## src/sv/rtmr_pkg.sv

```systemverilog
// Shared types and constants for the residue to mixed-radix converter.
`default_nettype none
package rtmr_pkg;

  // Widths of the payload fields and of the arithmetic.
  localparam int MOD_W = 31;
  localparam int POS_W = 4;
  localparam int DVD_W = 2 * MOD_W + 1;
  localparam int CNT_W = $clog2(DVD_W);
  localparam int X_W   = MOD_W + 3;

  // Sequencer states.
  typedef enum logic [3:0] {
    S_IDLE,
    S_MUL,
    S_DIV,
    S_WAIT,
    S_PRD_RD,
    S_PRD_OP,
    S_EU_CHK,
    S_EU_WAIT,
    S_EU_FIN,
    S_BAD,
    S_VAL_RD,
    S_VAL_OP,
    S_DIG,
    S_STORE,
    S_EMIT
  } state_t;

  // Which step a shared multiply and reduce belongs to.
  typedef enum logic [2:0] {
    OP_RES,
    OP_PROD,
    OP_BAD,
    OP_VAL,
    OP_DIG
  } op_t;

endpackage
`default_nettype wire

```

## src/sv/rtmr_div.sv

```systemverilog
// Restoring divider, one quotient bit per cycle.
`default_nettype none
module rtmr_div
  import rtmr_pkg::*;
(
  input  wire logic             clk,
  input  wire logic             rst,
  input  wire logic             start,
  input  wire logic [DVD_W-1:0] dividend,
  input  wire logic [MOD_W-1:0] divisor,
  output logic                  busy,
  output logic                  done,
  output logic [DVD_W-1:0]      quotient,
  output logic [MOD_W-1:0]      remainder
);

  logic [MOD_W-1:0] dvs;
  logic [CNT_W-1:0] cnt;
  logic [MOD_W:0]   shifted;
  logic [MOD_W:0]   diff;
  logic             ge;

  // One shift and conditional subtract step.
  always_comb begin
    shifted = {remainder, quotient[DVD_W-1]};
    diff    = shifted - {1'b0, dvs};
    ge      = shifted >= {1'b0, dvs};
  end

  always_ff @(posedge clk) begin
    if (rst) begin
      busy <= 1'b0;
      done <= 1'b0;
    end else begin
      done <= 1'b0;
      if (start) begin
        busy <= 1'b1;
        cnt  <= '0;
      end else if (busy) begin
        cnt <= cnt + CNT_W'(1);
        if (cnt == CNT_W'(DVD_W - 1)) begin
          busy <= 1'b0;
          done <= 1'b1;
        end
      end
    end
  end

  // Operand and result registers.
  always_ff @(posedge clk) begin
    if (start) begin
      quotient  <= dividend;
      remainder <= '0;
      dvs       <= divisor;
    end else if (busy) begin
      quotient  <= {quotient[DVD_W-2:0], ge};
      remainder <= ge ? diff[MOD_W-1:0] : shifted[MOD_W-1:0];
    end
  end

endmodule
`default_nettype wire

```

## config.mk

```make
export PLATFORM = sky130hd
export DESIGN_NAME = rtmr_div
export DESIGN_NICKNAME = d
export VERILOG_FILES = /design/src/sv/rtmr_pkg.sv /design/src/sv/rtmr_div.sv
export SDC_FILE = /design/constraint.sdc
export NUM_CORES = 1
export LEC_CHECK = 0
export ABC_AREA = 1
export BUFFER_PORTS_ARGS = -buffer_cell sky130_fd_sc_hd__buf_2
export CAP_MARGIN = 20
export CORE_UTILIZATION = 41
export DETAILED_ROUTE_END_ITERATION = 16
export MAX_ROUTING_LAYER = met4
export PLACE_DENSITY = 0.65
export SLEW_MARGIN = 25
export SYNTH_ARGS = -nofsm -noshare
export SYNTH_HDL_FRONTEND = slang
export SYNTH_SLANG_ARGS = --single-unit
```

## constraint.sdc

```tcl
create_clock -name clk -period 5.9 [get_ports clk]
set_input_delay 1.18 -clock clk [delete_from_list [all_inputs] [get_ports clk]]
set_output_delay 1.18 -clock clk [all_outputs]
set_load 0.02 [all_outputs]
```

# Word level (Yosys, flattened, before mapping)
# Cells that the tools add are included.
[word_totals]
ff_bits = 133
inputBits = 97
[classes]
addsub = 2
order_cmp = 1
n_eq_ne = 1
n_mux = 8
bitwise_logic = 2
n_reduce_logical = 3
[op_table]
columns = ["cell", "n"]
rows = [
  ["$mux 63", 2],
  ["$ge 32x31->1", 1],
  ["$mux 31", 1],
  ["$sub 31x31->31", 1],
  ["$add 6x1->6 const B", 1],
  ["$eq 6x6->1 const B", 1],
  ["$mux 6", 1],
  ["$mux 1", 4],
  ["$reduce_or 3->1", 1],
  ["$not 1->1", 2],
  ["$reduce_and 2->1", 1],
  ["$reduce_bool 2->1", 1],
]

# Longest topological paths before layout
[depth]
word_depth = 4
ltp_mapped = 17
depth_no_buf = 16

# Least setup slack after synthesis
# Ideal clock, no wire load.
[synth_path]
kind = "input to register"
start = "in start"
end = "reg quotient[0], enable pin"
arrival_ns = 3.492
setup_slack_ns = 1.956
cell_stages = 4
n_path_buf = 2
path_cell_list = "clkbuf_1 -> nor2_1 -> inv_1 -> clkbuf_1"
[synth_between]
elab_chain_len = 1
[synth_rtl]
columns = ["item", "line_no", "text"]
rows = [
  ["start, declared", "rtmr_div.sv:8", "input wire logic start,"],
  ["$reduce_bool 2->1 (no source line)", "-", ""],
  ["end signal, assigned", "rtmr_div.sv:52", "quotient <= dividend;"],
  ["end signal, assigned", "rtmr_div.sv:56", "quotient <= {quotient[DVD_W-2:0], ge};"],
  ["end, declared", "rtmr_div.sv:13", "output logic [DVD_W-1:0] quotient,"],
]
# Every way passes these cells.
# A chain may end at the register's enable or synchronous reset.

# Final worst setup path
[layout_path]
start = "in start"
end = "reg quotient[58], enable pin"
# Same word-level chain as after synthesis.

==> load_flow_metrics.sql <==
INSERT INTO impl_metrics (metric_group, metric, value, unit) VALUES
('setup_path', 'worstSetupStartpoint', 'start', ''),
('setup_path', 'path_common_cell', 'sky130_fd_sc_hd__buf_4', ''),
('timing', 'finalCritPeriodShare', '0.5187', ''),
('clock_network', 'tritoncts_num_sinks', '133', ''),
('power_and_ir_drop', 'vdd_drop_max', '0.1645', 'mV'),
('detailed_routing', 'vias', '7288', ''),
('status', 'run_status', 'finished, final reports clean', ''),
('clock_network', 'tritoncts', 'done', ''),
('place', 'hpwlAfterDp', '15.41', 'mm'),
('setup_path', 'reg2reg_from', 'dvs[19]$_DFFE_PP_', ''),
('hold_path', 'holdPathEnd', 'remainder[15]$_SDFFE_PP0P_', ''),
('setup_path', 'crit_path_start_kind', 'primary input', ''),
('setup_path', 'cp.arrival', '3.13', 'ns'),
('finish', 'layout-drive-gt1-share', '0.2006', ''),
('setup_path', 'crit_path_max_fanout', '38', ''),
('synth', 'yosys_most_used_dff', 'sky130_fd_sc_hd__edfxtp_1', ''),
('hold_path', 'worst_hold_check_path_type', 'flip-flop to flip-flop', ''),
('setup_path', 'critical_path.endpoint_type', 'flip-flop', ''),
('setup_path', 'required', '5.97', 'ns'),
('setup_path', 'slowest_delay', '0.66', 'ns'),
('clock_network', 'number_of_levels_in_the_clock_h_tree', '4', ''),
('synth', 'synth_cells', '1112', ''),
('synth', 'ys.warnings.count', '0', ''),
('finish', 'insertedDiodeCount', '0', ''),
('setup_path', 'timing.rr.end', 'remainder[10]$_SDFFE_PP0P_', ''),
('floorplan', 'io_pins', '193', ''),
('global_routing', 'grt_first_pass_wirelength', '34.14', 'mm'),
('synth', 'ys_ff_latch', '133', ''),
('hold_path', 'min_path_cells', '2', ''),
('detailed_routing', 'wirelength', '20.80', 'mm'),
('timing', 'clock-skew-final', '0.01324', 'ns'),
('synth', 'syn_nets', '1243', ''),
('place', 'placed_cells', '1544', ''),
('timing', 'worst_slew_margin_rel', '0.3891', ''),
('place', 'gp_routability_congestion', '0.9642', ''),
('detailed_routing', 'detail_route.first_pass.iterations', '5', ''),
('setup_path', 'timing.reg2reg.setup_slack', '3.09', 'ns'),
('detailed_routing', 'avgRoutedWirePerCell', '13.20', 'µm'),
('global_routing', 'grt_max_degree', '72', ''),
('detailed_routing', 'vias_per_cell', '4.624', ''),
('finish', 'area_delta_synth_final', '21.61', '%'),
('clock_network', 'post-cts-setup-buffer-count', '0', ''),
('timing', 'min_period', '3.060', 'ns'),
('detailed_routing', 'antenna_violating_nets_post_route', '0', ''),
('global_routing', 'track_usage', '0.2228', ''),
('power_and_ir_drop', 'total_leakage_power', '5.407', 'nW'),
('place', 'placement.io_buffers', '192', ''),
('finish', 'nFillCells', '1924', ''),
('clock_network', 'post_cts.resized_instances', '0', ''),
('global_routing', 'overflow', '0', ''),
('synth', 'netlist.area_leader.share', '0.3695', ''),
('power_and_ir_drop', 'power-per-cell-area', '254.0', 'nW/µm²'),
('setup_path', 'crit_type', 'primary input to flip-flop', ''),
('timing', 'final_max_slew_viols', '0', ''),
('hold_path', 'min-delay-start', 'remainder[15]$_SDFFE_PP0P_', ''),
('setup_path', 'critical_path.slowest_cell', 'sky130_fd_sc_hd__inv_2', ''),
('clock_network', 'insertion_delay', '0.43', 'ns'),
('clock_network', 'clock_pin_slew_on_the_worst_setup_and_hold_paths', '0.06', 'ns'),
('clock_network', 'cts_hold_bufs', '0', ''),
('floorplan', 'design.core.area', '19460', 'µm²'),
('global_routing', 'antenna_violations_before_repair', '0', ''),
('clock_network', 'max-clock-path-buffers', '2', ''),
('timing', 'setup_viol', '0', ''),
('finish', 'finalNonFillerCells', '1576', ''),
('synth', 'postSynth.asyncResetShare', '0', ''),
('synth', 'ys_seq_area_frac', '0.4507', ''),
('floorplan', 'initial_utilization', '0.4176', ''),
('floorplan', 'floorplan.die.height', '142.8', 'µm'),
('finish', 'final_nets', '1429', ''),
('detailed_routing', 'dr.first_iter.drc_count', '414', ''),
('synth', 'mappedNetlistArea', '8128', 'µm²');
## layout make-up
| cell class | instances | area, µm² | share of cell area |
|---|---|---|---|
| clock buffers | 17 | 425.4 | 0.04304 |
| clock inverters | 15 | 148.9 | 0.01506 |
| inverters | 189 | 709.4 | 0.07177 |
| multi-input cells | 760 | 3605 | 0.3647 |
| flip-flops and latches | 133 | 3664 | 0.3706 |
| well taps | 265 | 331.6 | 0.03354 |
| repair buffers | 197 | 1001 | 0.1013 |
## worst max-delay path, delay by kind of cell
| kind | cells | cell delay (ns) |
|---|---|---|
| AND/OR/NAND/NOR | 1 | 0.08 |
| buffers and inverters | 4 | 1.78 |
## state kept, by name, indices dropped and copies added, names as in the netlist
| name | cells |
|---|---|
| busy | 1 |
| quotient | 63 |
| cnt | 6 |
| dvs | 31 |
| remainder | 31 |
| done | 1 |
## power breakdown
part           leakage [nW]  switching [W]  internal [W]
sequential             1.28      0.0000347       0.00109
clock                 0.284       0.000484      0.000565
combinational          3.85       0.000225      0.000114
total                  5.41       0.000743       0.00177
## kinds of logic (layout without fill, tap and decap cells)
logic type               count (synthesis)  after routing  synth area share
flip-flops                             133            133            0.4507
adder cells (fa/ha/maj)                 34             34           0.05326
AO/OA/AOI/OAI                           36             36           0.02525
XOR/XNOR                                15             15           0.01616
AND/OR/NAND/NOR                        675            675            0.3485
buffers and inverters                  219            418            0.1061
## worst max path at each step
| stage | to | slack [ns] | depth (start not counted) |
|---|---|---|---|
| final | quotient[58]$_DFFE_PN_ | 2.84 | 5 |
| after global routing | quotient[58]$_DFFE_PN_ | 2.68 | 5 |
| after CTS | quotient[38]$_DFFE_PN_ | 2.82 | 5 |
| after detailed placement | quotient[53]$_DFFE_PN_ | 2.38 | 5 |
| after global placement | quotient[57]$_DFFE_PN_ | 2.42 | 5 |
| after floorplan | quotient[0]$_DFFE_PN_ | 1.96 | 4 |
## metal layers
layer / up-vias / GRT usage / share of wire
li1: 3817 / - / -
met1: 3241 / 0.2902 / 0.48
met2: 208 / 0.3447 / 0.45
met3: 22 / 0.04997 / 0.059
met4: 0 / 0.06848 / 0.017
met5: - / - / 0
## cell usage in the layout (no fill, tap or decap), drive strengths merged
| master | synthesis | routed |
|---|---|---|
| nand2 | 509 | 509 |
| buf | 11 | 197 |
| inv | 184 | 196 |
| edfxtp | 100 | 100 |
| nand3 | 80 | 80 |
| nor2 | 49 | 49 |
| ha | 33 | 33 |
| dfxtp | 33 | 33 |
| a21oi | 19 | 19 |
| clkbuf | 19 | 17 |
| nand3b | 16 | 16 |
| o21ai | 14 | 14 |
| xnor2 | 12 | 12 |
| nor3 | 7 | 7 |
| clkinv | 5 | 7 |
| nand4 | 6 | 6 |
| and2 | 4 | 4 |
| xor2 | 3 | 3 |
| nor4 | 2 | 2 |
| or2 | 2 | 2 |
| o21bai | 1 | 1 |
| a31oi | 1 | 1 |
| o21a | 1 | 1 |
| fa | 1 | 1 |
| clkinvlp | 0 | 1 |
## per-stage QoR
stage / cell area [µm²] / power [W] / utilization / hold WS (ns) / setup WS [ns]
floorplan: 8128 / 0.001352 / - / 0.5474 / 1.956
global placement: 9310 / 0.001481 / 0.4784 / 0.4734 / 2.421
detailed placement: 9310 / 0.001482 / 0.4784 / 0.4757 / 2.376
CTS: 9884 / 0.002532 / 0.5079 / 0.4850 / 2.825
global route: 9884 / 0.002611 / 0.5079 / 0.5034 / 2.682
finish: 9884 / 0.002511 / 0.5079 / 0.4782 / 2.840
Power figures use the tool's default switching activity.
